--- src/sdpa_div.sv ---
// Restoring divider, one quotient bit per cycle, rounded half away and saturated.
`default_nettype none
module sdpa_div #(
  parameter int NUM_W = 40,
  parameter int DEN_W = 24
) (
  input  wire logic                    clk,
  input  wire logic                    rst_n,
  input  wire logic                    start,
  input  wire logic signed [NUM_W-1:0] num,
  input  wire logic        [DEN_W-1:0] den,
  output logic                         busy,
  output logic                         done,
  output logic             [15:0]      quo
);

  localparam int CW = $clog2(NUM_W + 1);

  logic             busy_r, busy_nxt;
  logic             done_r, done_nxt;
  logic [CW-1:0]    cnt_r, cnt_nxt;
  logic             neg_r, neg_nxt;
  logic [NUM_W-1:0] q_r, q_nxt;
  logic [DEN_W-1:0] rem_r, rem_nxt;

  logic [DEN_W:0]   rs;
  logic [NUM_W:0]   qx;
  logic [NUM_W:0]   nq;
  logic             rnd;

  always_comb begin
    busy_nxt = busy_r;
    done_nxt = 1'b0;
    cnt_nxt  = cnt_r;
    neg_nxt  = neg_r;
    q_nxt    = q_r;
    rem_nxt  = rem_r;
    rs       = {rem_r, q_r[NUM_W-1]};
    if (start) begin
      busy_nxt = 1'b1;
      cnt_nxt  = CW'(NUM_W);
      neg_nxt  = num[NUM_W-1];
      q_nxt    = num[NUM_W-1] ? NUM_W'(-num) : NUM_W'(num);
      rem_nxt  = '0;
    end else if (busy_r) begin
      if (rs >= {1'b0, den}) begin
        rem_nxt = DEN_W'(rs - {1'b0, den});
        q_nxt   = {q_r[NUM_W-2:0], 1'b1};
      end else begin
        rem_nxt = rs[DEN_W-1:0];
        q_nxt   = {q_r[NUM_W-2:0], 1'b0};
      end
      cnt_nxt = cnt_r - CW'(1);
      if (cnt_r == CW'(1)) begin
        busy_nxt = 1'b0;
        done_nxt = 1'b1;
      end
    end
  end

  always_ff @(posedge clk) begin
    if (!rst_n) begin
      busy_r <= 1'b0;
      done_r <= 1'b0;
    end else begin
      busy_r <= busy_nxt;
      done_r <= done_nxt;
    end
    cnt_r <= cnt_nxt;
    neg_r <= neg_nxt;
    q_r   <= q_nxt;
    rem_r <= rem_nxt;
  end

  always_comb begin
    rnd = ({rem_r, 1'b0} >= {1'b0, den});
    qx  = {1'b0, q_r} + (NUM_W + 1)'(rnd);
    nq  = -qx;
    if (neg_r) begin
      quo = (qx > (NUM_W + 1)'(32768)) ? 16'h8000 : nq[15:0];
    end else begin
      quo = (qx > (NUM_W + 1)'(32767)) ? 16'h7FFF : qx[15:0];
    end
  end

  assign busy = busy_r;
  assign done = done_r;

endmodule
`default_nettype wire

--- config.mk ---
export PLATFORM = sky130hd
export DESIGN_NAME = sdpa_div
export DESIGN_NICKNAME = d
export VERILOG_FILES = /design/src/sdpa_div.sv
export SDC_FILE = /design/constraint.sdc
export NUM_CORES = 1
export LEC_CHECK = 0
export ABC_AREA = 1
export CAP_MARGIN = 10
export CORE_MARGIN = 1.5
export CORE_UTILIZATION = 52
export DETAILED_ROUTE_END_ITERATION = 7
export DONT_BUFFER_PORTS = 1
export GPL_TIMING_DRIVEN = 0
export PLACE_DENSITY = 0.78
export SLEW_MARGIN = 10
export SYNTH_ARGS = -nofsm -noshare
export SYNTH_HDL_FRONTEND = slang
export SYNTH_SLANG_ARGS = --single-unit
--- constraint.sdc ---
create_clock -name clk -period 3.33 [get_ports clk]
set_input_delay 0.1665 -clock clk [delete_from_list [all_inputs] [get_ports clk]]
set_output_delay 0.1665 -clock clk [all_outputs]
set_load 0.02 [all_outputs]
==> flow_summary.json <==
{
  "ant_nets": 0,
  "gp_routability_congestion": 1.00,
  "cp_data_required_time_ns": 3.16,
  "violations": "setup timing",
  "synth_seq_cells": 73,
  "routedWlPerCell_um": 16.3,
  "hp-class": "in -> reg",
  "first_pass_iters": 8,
  "drc": 0,
  "numPortBuffers": 0,
  "max_stage_delay_ns": 0.35,
  "ir_drop_mv": 0.270,
  "intPower_w": 0.00186,
  "syn-num-nets": 1370,
  "htreeDepth": 3,
  "n_fill_cell": 1343,
  "die_h_um": 124,
  "crit_slowest_cell": "dfxtp_4",
  "dieWidth_um": 124,
  "routed_via_density": 5.69,
  "slew_viol_final": 0,
  "synthFlopType": "edfxtp_1",
  "nNetsFinal": 1426,
  "swShare": 0.343,
  "cts.clk_slew.worst_paths_ns": 0.06,
  "powerDensity_mw_per_mm2": 306,
  "max_slew.worst_pin.slew_ns": 0.709,
  "finalWirelength_mm": 24.8,
  "skew_ns": 0.00610,
  "fin_ws_ns": -0.787,
  "worstSetupPathType": "reg -> out",
  "grt_first_pass_wirelength_mm": 38.8,
  "seqPwrFrac": 0.407,
  "drv_cap": 0,
  "yosysSeqAreaShare": 0.245,
  "final_cell_mix": "nand2_1 (345), nor2_1 (176), inv_1 (145), o21ai_0 (100), nand3_1 (71)",
  "cts_buffer_depth": 2,
  "area_growth_syn_to_layout_pct": 21.0,
  "slew_headroom": 0.527,
  "p_comb_frac": 0.246,
  "post_dp_cell_area_mm2": 0.00817,
  "finalSetupViolCount": 16,
  "yosysWarnings": 0,
  "synth.avg_cell_area_um2": 6.00,
  "layout_commonest_cell": "nand2_1",
  "design_area_mm2": 0.00924,
  "fmax_ghz": 0.243,
  "core_mm2": 0.0144,
  "numCtsBuffers": 9,
  "syn_inst": 1271,
  "clock_tree.root_cell": "clkbuf_16",
  "cp.buffers_inverters": 5,
  "cts_tree": "built",
  "first_global_vias": 7836,
  "cp-start-kind": "flip-flop",
  "row_count": 44,
  "status": "complete, but fails checks",
  "dieArea_mm2": 0.0154,
  "yosysUniqueCellTypes": 39,
  "synth-edff-count": 41,
  "final.setup.tns_ns": -11.85,
  "cpLargestDelayFamily": "simple AND/OR/NAND/NOR gates",
  "rsz0062_at_grt": "yes",
  "grt_max_degree": 42,
  "clkPwrFrac": 0.346,
  "hold_viol": 0,
  "drt_iter0_drc": 852,
  "diodes": 0,
  "io_pins": 85,
  "arrival_ns": 3.95,
  "track_usage": 0.324,
  "drive_above_1_share": 0.146,
  "grt_remaining_overflow": 0,
  "dr_total_vias": 8625,
  "netlist_area_mm2": 0.00763,
  "initial_core_util": 0.529,
  "pre_cts_slack_ns": -0.661,
  "period_share": 1.24,
  "power.switching_w": 0.000968,
  "dp_hpwl_mm": 18.8,
  "path_max_fanout": 5,
  "antenna_found_initial": 0,
  "leakagePower_nw": 4.00,
  "clock-sinks": 73,
  "async_reset_ff_frac": 0,
  "endpoint_kind": "output pin",
  "fin_crit_ns": 4.12,
  "clk_latency_ns": 0.34
}
==> layer usage <==
layer | vias to the layer above | share of wire | track usage
met3 | 77 | 0.081 | 0.0508
li1 | 4251 | - | -
met5 | - | 0 | 0
met1 | 3896 | 0.42 | 0.422
met2 | 401 | 0.47 | 0.539
met4 | 0 | 0.035 | 0.127
==> stage by stage <==
| stage | instances | hold WS, ns | util | power (W) |
|---|---|---|---|---|
| 6_report | 1516 | 0.111 | 0.640 | 0.00282 |
| 5_1_grt | 1516 | 0.120 | 0.640 | 0.00295 |
| 4_1_cts | 1511 | 0.107 | 0.629 | 0.00279 |
| 3_5_place_dp | 1456 | 0.266 | 0.566 | 0.00177 |
| 3_3_place_gp | 1455 | 0.266 | 0.565 | 0.00176 |
| 2_1_floorplan | 1271 | 0.265 | - | 0.00160 |
==> worst paths after layout <==
kind | from | cells past startpoint | slack (ns) | end
max reg2reg | q_r[39] | 11 | 0.30 | rem_r[19]
min | num[11] | 2 | 0.11 | q_r[11]
min reg2reg | rem_r[1] | 2 | 0.49 | rem_r[1]
max | rem_r[19] | 27 | -0.79 | quo[13]
==> cell type report <==
class,count,area [µm²],area share
buffer,26,123,0.0133
clock buffer,9,225,0.0244
sequential,73,1890,0.204
timing repair buffer,44,394,0.0427
tap,184,230,0.0249
inverter,152,573,0.0621
clock inverter,7,71.3,0.00772
multi-input combinational,1021,5730,0.621
==> cell families after synthesis <==
family | after synthesis | share of synthesized area
and+or+nand+nor | 745 | 0.410
DFF | 73 | 0.245
adders and majority gates | 32 | 0.0534
AOI/OAI and AO/OA | 176 | 0.122
buffers and inverters | 178 | 0.0902
xor gates and xnor gates | 67 | 0.0789
==> power by group through the flow <==
stage	clock network [W]	registers (W)	logic (W)
after floorplan	0	0.00112	0.000484
after global placement	0	0.00116	0.000606
after detailed placement	0	0.00116	0.000618
after CTS	0.000985	0.00114	0.000661
after global routing	0.00102	0.00116	0.000777
final	0.000978	0.00115	0.000696
==> cell usage after synthesis (7+ instances only) <==
master,count,area [µm²]
nand2_1,383,1440
nor2_1,191,717
inv_1,148,556
o21ai_0,104,521
nand3_1,81,405
xor2_1,50,438
a21oi_1,48,240
edfxtp_1,41,1230
dfxtp_1,32,641
ha_1,31,388
nand4_1,24,150
nor3_1,24,120
clkbuf_1,18,67.6
xnor2_1,15,131
nor4_1,14,87.6
o211ai_1,8,60.1
a31oi_1,7,43.8
nand3b_1,7,52.6
==> what timing repair did <==
action,4_1_cts,5_1_grt
gates resized for setup,66,34
endpoints found under the setup margin,16,22
buffers inserted,33,6
hold buffers,3,0
pin swaps,56,21
gates cloned,3,0
hold endpoints to repair,4,0
==> sequential cells by signal, summed over array words and instances, names as in the netlist <==
signal,count
neg_r,1
done,1
cnt_r,6
busy,1
rem_r,24
q_r,40
Note: power is estimated with default switching activity, not from simulation.
