File: src/sdpa_pkg.sv
// Shared types, codes and exp table functions for the attention block.
`default_nettype none
package sdpa_pkg;

  localparam int WEIGHT_W = 17;

  localparam logic REQ_LOAD  = 1'b0;
  localparam logic REQ_FETCH = 1'b1;

  localparam logic CFG_HEAD_WIDTH  = 1'b0;
  localparam logic CFG_SCORE_SCALE = 1'b1;

  localparam logic [1:0] STATUS_VALID    = 2'd0;
  localparam logic [1:0] STATUS_EMPTY    = 2'd1;
  localparam logic [1:0] STATUS_OVERFLOW = 2'd2;

  typedef struct packed {
    logic clear;
    logic shift;
  } cell_ctl_t;

  // exp(-t), t in Q.30 up to one, alternating series to the twelfth term
  function automatic logic [63:0] exp_series(input logic [63:0] t);
    logic [63:0] sum;
    logic [63:0] term;
    sum  = 64'd1 << 30;
    term = 64'd1 << 30;
    for (int k = 1; k <= 12; k++) begin
      term = ((term * t) >> 30) / 64'(k);
      if ((k & 1) == 1) begin
        sum = sum - term;
      end else begin
        sum = sum + term;
      end
    end
    return sum;
  endfunction

  // table entry in Q.16 from the exact Q.30 argument
  function automatic logic [WEIGHT_W-1:0] exp_from_x(input logic [63:0] x);
    logic [63:0] n;
    logic [63:0] v;
    logic [63:0] e1;
    n  = x >> 30;
    v  = exp_series(x & ((64'd1 << 30) - 64'd1));
    e1 = exp_series(64'd1 << 30);
    for (int m = 0; m < 16; m++) begin
      if (64'(m) < n) begin
        v = (v * e1 + (64'd1 << 29)) >> 30;
      end
    end
    return WEIGHT_W'((v + (64'd1 << 13)) >> 14);
  endfunction

endpackage
`default_nettype wire

File: src/sdpa_cell.sv
// One accumulator cell of the rotating output-column chain.
`default_nettype none
module sdpa_cell #(
  parameter int W = 16
) (
  input  wire logic               clk,
  input  wire sdpa_pkg::cell_ctl_t ctl,
  input  wire logic               is_tail,
  input  wire logic [W-1:0]       tail_in,
  input  wire logic [W-1:0]       nb_in,
  output logic      [W-1:0]       acc
);

  logic [W-1:0] acc_r;
  logic [W-1:0] acc_nxt;

  always_comb begin
    acc_nxt = acc_r;
    if (ctl.clear) begin
      acc_nxt = '0;
    end else if (ctl.shift) begin
      acc_nxt = is_tail ? tail_in : nb_in;
    end
  end

  always_ff @(posedge clk) begin
    acc_r <= acc_nxt;
  end

  assign acc = acc_r;

endmodule
`default_nettype wire

File: config.mk
export PLATFORM = sky130hd
export DESIGN_NAME = sdpa_cell
export DESIGN_NICKNAME = d
export VERILOG_FILES = /design/src/sdpa_pkg.sv /design/src/sdpa_cell.sv
export SDC_FILE = /design/constraint.sdc
export NUM_CORES = 1
export LEC_CHECK = 0
export BUFFER_PORTS_ARGS = -buffer_cell sky130_fd_sc_hd__buf_2
export CAP_MARGIN = 30
export CORE_MARGIN = 10
export CORE_UTILIZATION = 39
export CTS_CLUSTER_DIAMETER = 120
export DETAILED_ROUTE_END_ITERATION = 7
export PLACE_DENSITY = 0.78
export SYNTH_ARGS = -nofsm -noshare
export SYNTH_HDL_FRONTEND = slang
export SYNTH_SLANG_ARGS = --single-unit
File: constraint.sdc
create_clock -name clk -period 1.1 [get_ports clk]
set_input_delay 0.22 -clock clk [delete_from_list [all_inputs] [get_ports clk]]
set_output_delay 0.22 -clock clk [all_outputs]
set_load 0.01 [all_outputs]
==> flow_summary.toml, run 1 <==
[clock_network]
cts_root_buffer = "clkbuf_4"
cts_max_path_buffers = 2
cts_inserted_buffers = 3
cts_resized = 0
worstSkewPairLatency_ps = 280
cts_sinks = 16
postCtsSetupBuffers = 0
cts_tree = "built"
hold_buffers = 0
clk_pin_slew_ps = 90
cts_htree_levels = 1

[global_route]
grt.total_usage = 0.102
overflow = 0
grtUsageMet3 = 0.0287
grt_max_degree = 33
grt_pass1_wl_um = 3240
met2_usage = 0.178
grt_pass1_vias = 642
grt-busiest-layer = "met2"
antenna_found_initial = 0
globalRouteMet1Util = 0.105

[worst_setup_path]
end_kind = "output port"
crit_required_ps = 880
crit_type = "reg -> out"
crit_buf_inv = 1
cp_cell_sequence = "buf_2"
arrival_ps = 760
cp.depth = 1
path_delay_family = "flip-flops"
rr_worst_depth = 2
startpoint_type = "register"
slowest_delay_ps = 340
slowest_stage = "dfxtp_1"
crit_path_max_fanout = 2

[logic_synthesis]
synthTopCellsByArea = "dfxtp_1 (45%), mux2i_1 (22%), a211oi_1 (17%), nor2_1 (8.4%), buf_12 (2.8%)"
yosysUniqueCellTypes = 8
ys_warn_count = 0
synth_flop_cell = "dfxtp_1"
synth_top_area_cell = "dfxtp_1"
syn_area_per_cell_um2 = 10.0
synth_area_um2 = 713
yosys_register_bits = 16
synthTopCellsByCount = "a211oi_1 (16), dfxtp_1 (16), mux2i_1 (16), nor2_1 (16), clkbuf_1 (3)"
syn_inst = 71
ys_seq_area_frac = 0.449
synth_edf_count = 0
synth_top_cell_area_share = 0.449
syn-num-nets = 107
ys_async_sr_fraction = 0

[detailed_routing]
via_per_inst = 4.72
drt-initial-drc-count = 31
vias = 679
postRouteAntennaNets = 0
dr.pass1.iters = 4
routedWlPerCell_um = 14.6
drc_errors = 0
totalWireLength_um = 2100

[pwr]
pwr-share-clk = 0.249
internal_power_uw = 881
vdd_drop_max_mv = 0.462
seq_power_share = 0.537
leakage_uw = 0.000513
power_frac_comb = 0.214
netSwitchingPower_uw = 317
swShare = 0.264
power_density_mw_per_mm2 = 1210

[timing]
finalHoldViolCount = 0
tns_ps = 0
min_period_ps = 981
fin_crit_sh = 0.892
finalSetupViolCount = 0
drv_slew = 0
clock_skew_ps = 0
tightest_slew_ps = 460
setup_slack_ps = 119
maxSlewHeadroom = 0.693
rsz0062_at_grt = "no"
fmax_mhz = 1020

[cells_and_area]
nets = 157
fillers = 174
utilization = 0.573
area_delta_synth_final_pct = 38.8
antennaDiodeCount = 0
drive_gt1_frac = 0.462
largest_register_ffs = 16

[place]
io_buffers = 51
place.gp.congestion = 0.720
pre_cts_ws_ps = 22.0

[floorplan]
die_y_um = 62.8
start_util = 0.413
core-area_mm2 = 0.00173
die_area_mm2 = 0.00394
dieWidth_um = 62.8
rows = 15
ios = 52

[min_path]
holdPathStages = 3
hold_class = "in -> reg"

[job]
maxCapViolations = 0

[status]
status = "finished clean"
power groups by stage:
stage	clock [uW]	sequential [uW]	combinational, uW
floorplan	0	677	122
global route	333	648	282
detailed placement	0	656	259
finish	299	643	256
CTS	306	643	260
global placement	0	654	255
routing by layer:
layer | wire (um) | vias up | share of wire
met1 | 785 | 301 | 0.37
li1 | - | 356 | -
met5 | 0 | - | 0
met4 | 0 | 0 | 0
met3 | 133 | 0 | 0.063
met2 | 1190 | 22 | 0.56
placed cells by master, fill, tap and decap left out:
cell type and count:
a211oi_1 16, buf_12 1, buf_2 51, clkbuf_4 3, dfxtp_1 16, mux2i_1 16, nor2_1 16
final cells by class:
cell class              count  area [um^2]  share of cell area
multi-input cells          48          340               0.344
well taps                  25         31.3              0.0316
clock buffers               3         22.5              0.0228
flip-flops and latches     16          320               0.324
repair buffers             52          275               0.278
stage by stage:
step | total power (uW) | area, um^2 | std cells | hold WS [ps]
6_report | 1200 | 990 | 144 | 270
5_1_grt | 1260 | 990 | 144 | 266
4_1_cts | 1210 | 990 | 144 | 268
3_5_place_dp | 915 | 967 | 141 | 475
3_3_place_gp | 909 | 967 | 141 | 470
2_1_floorplan | 800 | 713 | 71 | 403
worst paths after layout:
check | startpoint | end | slack (ps)
worst max-delay path | acc[10]$_SDFFE_PP0P_ | acc[10] | 120
worst min-delay path | nb_in[3] | acc[3]$_SDFFE_PP0P_ | 270
worst max register to register | acc[7]$_SDFFE_PP0P_ | acc[7]$_SDFFE_PP0P_ | 430
worst min register to register | acc[3]$_SDFFE_PP0P_ | acc[3]$_SDFFE_PP0P_ | 490
cells by family after synthesis:
family,after synthesis,synth area share
buf+inv,7,0.0737
flops,16,0.449
mux,16,0.225
compound gates,16,0.168
simple gates,16,0.0842
(Power assumes the default switching activity.)
==> inputs of run 2 (changes only) <==
--- a/config.mk
+++ b/config.mk
@@ -5,12 +5,14 @@
 export SDC_FILE = /design/constraint.sdc
 export NUM_CORES = 1
 export LEC_CHECK = 0
+export ABC_AREA = 1
 export BUFFER_PORTS_ARGS = -buffer_cell sky130_fd_sc_hd__buf_2
 export CAP_MARGIN = 30
 export CORE_MARGIN = 10
-export CORE_UTILIZATION = 39
+export CORE_UTILIZATION = 42
 export CTS_CLUSTER_DIAMETER = 120
 export DETAILED_ROUTE_END_ITERATION = 7
+export HOLD_SLACK_MARGIN = 0.06
 export PLACE_DENSITY = 0.78
 export SYNTH_ARGS = -nofsm -noshare
 export SYNTH_HDL_FRONTEND = slang
==> flow_summary.toml, run 2 <==
[status]
status = "finished clean"

[detailed_routing]
drc_errors = 0
totalWireLength_um = 2440
drt-initial-drc-count = 63
postRouteAntennaNets = 0
via_per_inst = 4.50
routedWlPerCell_um = 11.5
dr.pass1.iters = 4
vias = 958

[floorplan]
core-area_mm2 = 0.00198
rows = 16
die_area_mm2 = 0.00433
ios = 52
dieWidth_um = 65.8
start_util = 0.445
die_y_um = 65.8

[global_route]
antenna_found_initial = 0
grt_pass1_vias = 922
grt.total_usage = 0.113
grt_pass1_wl_um = 4000
overflow = 0
grt_max_degree = 33

[timing]
min_period_ps = 1010
tightest_slew_ps = 301
fin_hold_ws_ps = 206
setup_slack_ps = 92.6
maxSlewHeadroom = 0.799
rsz0062_at_grt = "no"
fin_crit_sh = 0.916
finalSetupViolCount = 0
fmax_mhz = 993
tns_ps = 0
clock_skew_ps = 0
finalHoldViolCount = 0
drv_slew = 0

[worst_setup_path]
slowest_delay_ps = 350
cp_cell_sequence = "buf_2"
arrival_ps = 790
crit_required_ps = 880
slowest_stage = "dfxtp_1"
crit_path_max_fanout = 2
path_delay_family = "flip-flops"
startpoint_type = "register"
end_kind = "output port"
reg2reg_slack_ps = 440
crit_buf_inv = 1
crit_type = "reg -> out"

[logic_synthesis]
synth_area_um2 = 882
syn_inst = 137
ys_warn_count = 0
synth_edf_count = 0
synthTopCellsByCount = "nand2_1 (38), nor2_1 (32), dfxtp_1 (16), inv_1 (16), nand3_1 (15)"
ys_async_sr_fraction = 0
syn_area_per_cell_um2 = 6.44
syn-num-nets = 173
yosysUniqueCellTypes = 13
yosys_register_bits = 16
synth_top_area_cell = "dfxtp_1"
synth_top_cell_area_share = 0.363
yosysMostFrequentCell = "nand2_1"
ys_seq_area_frac = 0.363
synth_flop_cell = "dfxtp_1"
synthTopCellsByArea = "dfxtp_1 (36%), nand2_1 (16%), nor2_1 (14%), nand3_1 (8.5%), nand2_2 (7.1%)"

[place]
dp_hpwl_um = 1990
io_buffers = 51
place.gp.congestion = 0.733
pre_cts_ws_ps = 149
dp.cells = 209

[cells_and_area]
antennaDiodeCount = 0
mostFrequentLayoutCell = "buf_2"
nets = 223
layout_common_cells = "buf_2 (51), nand2_1 (38), nor2_1 (32), inv_1 (16), dfxtp_1 (16)"
finalNonFillerCells = 213
drive_gt1_frac = 0.371
largest_register_ffs = 16
area_delta_synth_final_pct = 30.6

[clock_network]
cts_htree_levels = 1
cts_max_path_buffers = 2
clk_pin_slew_ps = 100
hold_buffers = 0
cts_tree = "built"
worstSkewPairLatency_ps = 290
cts_sinks = 16
postCtsSetupBuffers = 0
cts_inserted_buffers = 3
cts_resized = 0
cts_root_buffer = "clkbuf_4"

[pwr]
vdd_drop_max_mv = 0.779
leakage_uw = 0.000718
power_density_mw_per_mm2 = 1170

[min_path]
hold_class = "in -> reg"

[job]
maxCapViolations = 0
## run 2: per-layer routing
metal  global-route usage  wire [um]  vias up
met5                    0          0        -
met4               0.0321         24        0
met3               0.0695        359        3
met2                0.178       1070       45
met1                0.124        992      408
li1                     -          -      502
## run 2: worst paths after layout
kind,end,from,cells past startpoint
max,acc[11],acc[11]$_SDFFE_PP0P_,1
min,acc[15]$_SDFFE_PP0P_,nb_in[15],5
max reg2reg,acc[15]$_SDFFE_PP0P_,acc[15]$_SDFFE_PP0P_,4
min reg2reg,acc[0]$_SDFFE_PP0P_,acc[0]$_SDFFE_PP0P_,4
## run 2: stage by stage
stage               instance area (um^2)  total power [uW]  utilization
floorplan                            882               849            -
global placement                    1120               961        0.563
detailed placement                  1120               970        0.563
CTS                                 1150              1370        0.581
global route                        1150              1440        0.581
finish                              1150              1350        0.581
## run 2: layout make-up
class	count	area (um^2)
Clock buffer	4	36.3
Fill cell	214	830
Inverter	17	68.8
Multi-Input combinational cell	96	410
Sequential cell	16	320
Tap cell	27	33.8
Timing Repair Buffer	53	283
## run 2: logic make-up (layout without fill, tap and decap cells)
group | after synthesis | count (layout) | synth area share
AND/OR/NAND/NOR | 96 | 96 | 0.465
buffers and inverters | 25 | 74 | 0.172
flip-flops | 16 | 16 | 0.363
## run 2: where the power goes
group / total (uW) / switching (uW) / internal, uW
registers: 641 / 19.6 / 622
clock network: 401 / 200 / 202
logic: 310 / 169 / 141
==> inputs of run 3 (changes only) <==
--- a/config.mk
+++ b/config.mk
@@ -8,12 +8,14 @@
 export ABC_AREA = 1
 export BUFFER_PORTS_ARGS = -buffer_cell sky130_fd_sc_hd__buf_2
 export CAP_MARGIN = 30
+export CELL_PAD_IN_SITES_DETAIL_PLACEMENT = 1
+export CELL_PAD_IN_SITES_GLOBAL_PLACEMENT = 1
 export CORE_MARGIN = 10
-export CORE_UTILIZATION = 42
+export CORE_UTILIZATION = 27
 export CTS_CLUSTER_DIAMETER = 120
 export DETAILED_ROUTE_END_ITERATION = 7
 export HOLD_SLACK_MARGIN = 0.06
-export PLACE_DENSITY = 0.78
+export PLACE_DENSITY_LB_ADDON = 0.1
 export SYNTH_ARGS = -nofsm -noshare
 export SYNTH_HDL_FRONTEND = slang
 export SYNTH_SLANG_ARGS = --single-unit
==> flow_summary.toml, run 3 (synthesized netlist as in run 2, its figures left out) <==
[status]
status = "finished clean"

[clock_network]
postCtsSetupBuffers = 0
cts_resized = 0
cts_sinks = 16
clk_pin_slew_ps = 110
cts_root_buffer = "clkbuf_4"
cts_tree = "built"
cts_inserted_buffers = 3
cts_htree_levels = 1
hold_buffers = 0
worstSkewPairLatency_ps = 290
cts_max_path_buffers = 2

[worst_setup_path]
path_delay_family = "flip-flops"
slowest_stage = "dfxtp_1"
crit_type = "reg -> out"
crit_path_max_fanout = 2
cp_cell_sequence = "buf_2"
arrival_ps = 790
crit_buf_inv = 1
startpoint_type = "register"
slowest_delay_ps = 360
end_kind = "output port"
crit_required_ps = 880

[global_route]
grt_max_degree = 33
overflow = 0
grt-busiest-layer = "met2"
globalRouteMet1Util = 0.102
grt_pass1_vias = 1041
grt_pass1_wl_um = 4670
antenna_found_initial = 0
met2_usage = 0.166
grt.total_usage = 0.0946
grtUsageMet3 = 0.0338

[floorplan]
start_util = 0.287
ios = 52
die_area_mm2 = 0.00595
core-area_mm2 = 0.00308
die_y_um = 77.2
dieWidth_um = 77.2
rows = 20

[pwr]
netSwitchingPower_uw = 407
internal_power_uw = 963
leakage_uw = 0.000713
seq_power_share = 0.468
power_density_mw_per_mm2 = 1170
vdd_drop_max_mv = 0.338
power_frac_comb = 0.227
swShare = 0.297
p_total_uw = 1370
pwr-share-clk = 0.304

[detailed_routing]
drt-initial-drc-count = 44
totalWireLength_um = 2890
routedWlPerCell_um = 12.6
vias = 962
via_per_inst = 4.20
postRouteAntennaNets = 0
dr.pass1.iters = 4
drc_errors = 0

[min_path]
hold_class = "in -> reg"

[timing]
fmax_mhz = 989
drv_slew = 0
clock_skew_ps = 0
tns_ps = 0
rsz0062_at_grt = "no"
finalSetupViolCount = 0
finalHoldViolCount = 0
fin_hold_ws_ps = 203
fin_crit_sh = 0.919
tightest_slew_ps = 357
maxSlewHeadroom = 0.762
min_period_ps = 1010

[cells_and_area]
layout_common_cells = "buf_2 (51), nand2_1 (38), nor2_1 (32), inv_1 (16), dfxtp_1 (16)"
utilization = 0.379
area_delta_synth_final_pct = 32.2
fillers = 436
nets = 222
largest_register_ffs = 16
drive_gt1_frac = 0.368
mostFrequentLayoutCell = "buf_2"
antennaDiodeCount = 0
ff_latch_area_um2 = 320
multi_input_area_um2 = 410

[place]
dp_hpwl_um = 2220
io_buffers = 51
place.gp.congestion = 0.714

[job]
maxCapViolations = 0
## run 3: layout make-up
class / instances / share of cell area
multi-input combinational: 96 / 0.352
sequential: 16 / 0.275
timing repair buffer: 52 / 0.236
inverter: 17 / 0.0590
tap: 44 / 0.0472
clock buffer: 4 / 0.0311
## run 3: power groups by stage
stage | clock [uW] | sequential (uW) | combinational (uW)
floorplan | 0 | 676 | 173
global placement | 0 | 654 | 314
detailed placement | 0 | 655 | 321
CTS | 429 | 643 | 324
global route | 445 | 648 | 359
finish | 417 | 641 | 311
## run 3: layer usage
| metal | routed length (um) | vias to the layer above |
|---|---|---|
| met4 | 27 | 0 |
| met2 | 1330 | 32 |
| met5 | 0 | - |
| met3 | 201 | 4 |
| met1 | 1330 | 425 |
| li1 | - | 501 |
## run 3: tightest hold or removal path, cell delays in order
cell	delay (ps)
buf_2	70
nand2_1	40
nand3_1	60
nand2_1	50
inv_1	40
## run 3: final timing paths
| path | startpoint | endpoint | slack (ps) | cells after the start |
|---|---|---|---|---|
| setup / recovery | acc[2]$_SDFFE_PP0P_ | acc[2] | 90 | 1 |
| hold / removal | nb_in[15] | acc[15]$_SDFFE_PP0P_ | 200 | 5 |
| setup reg to reg | acc[9]$_SDFFE_PP0P_ | acc[9]$_SDFFE_PP0P_ | 440 | 4 |
| hold reg to reg | acc[8]$_SDFFE_PP0P_ | acc[8]$_SDFFE_PP0P_ | 560 | 4 |
## run 3: metrics by stage
step	instances	instance area (um^2)	setup WS [ps]
floorplan	137	882	309
global placement	225	1130	72.9
detailed placement	225	1130	31.0
CTS	229	1170	69.2
global route	229	1170	42.9
finish	229	1170	89.0
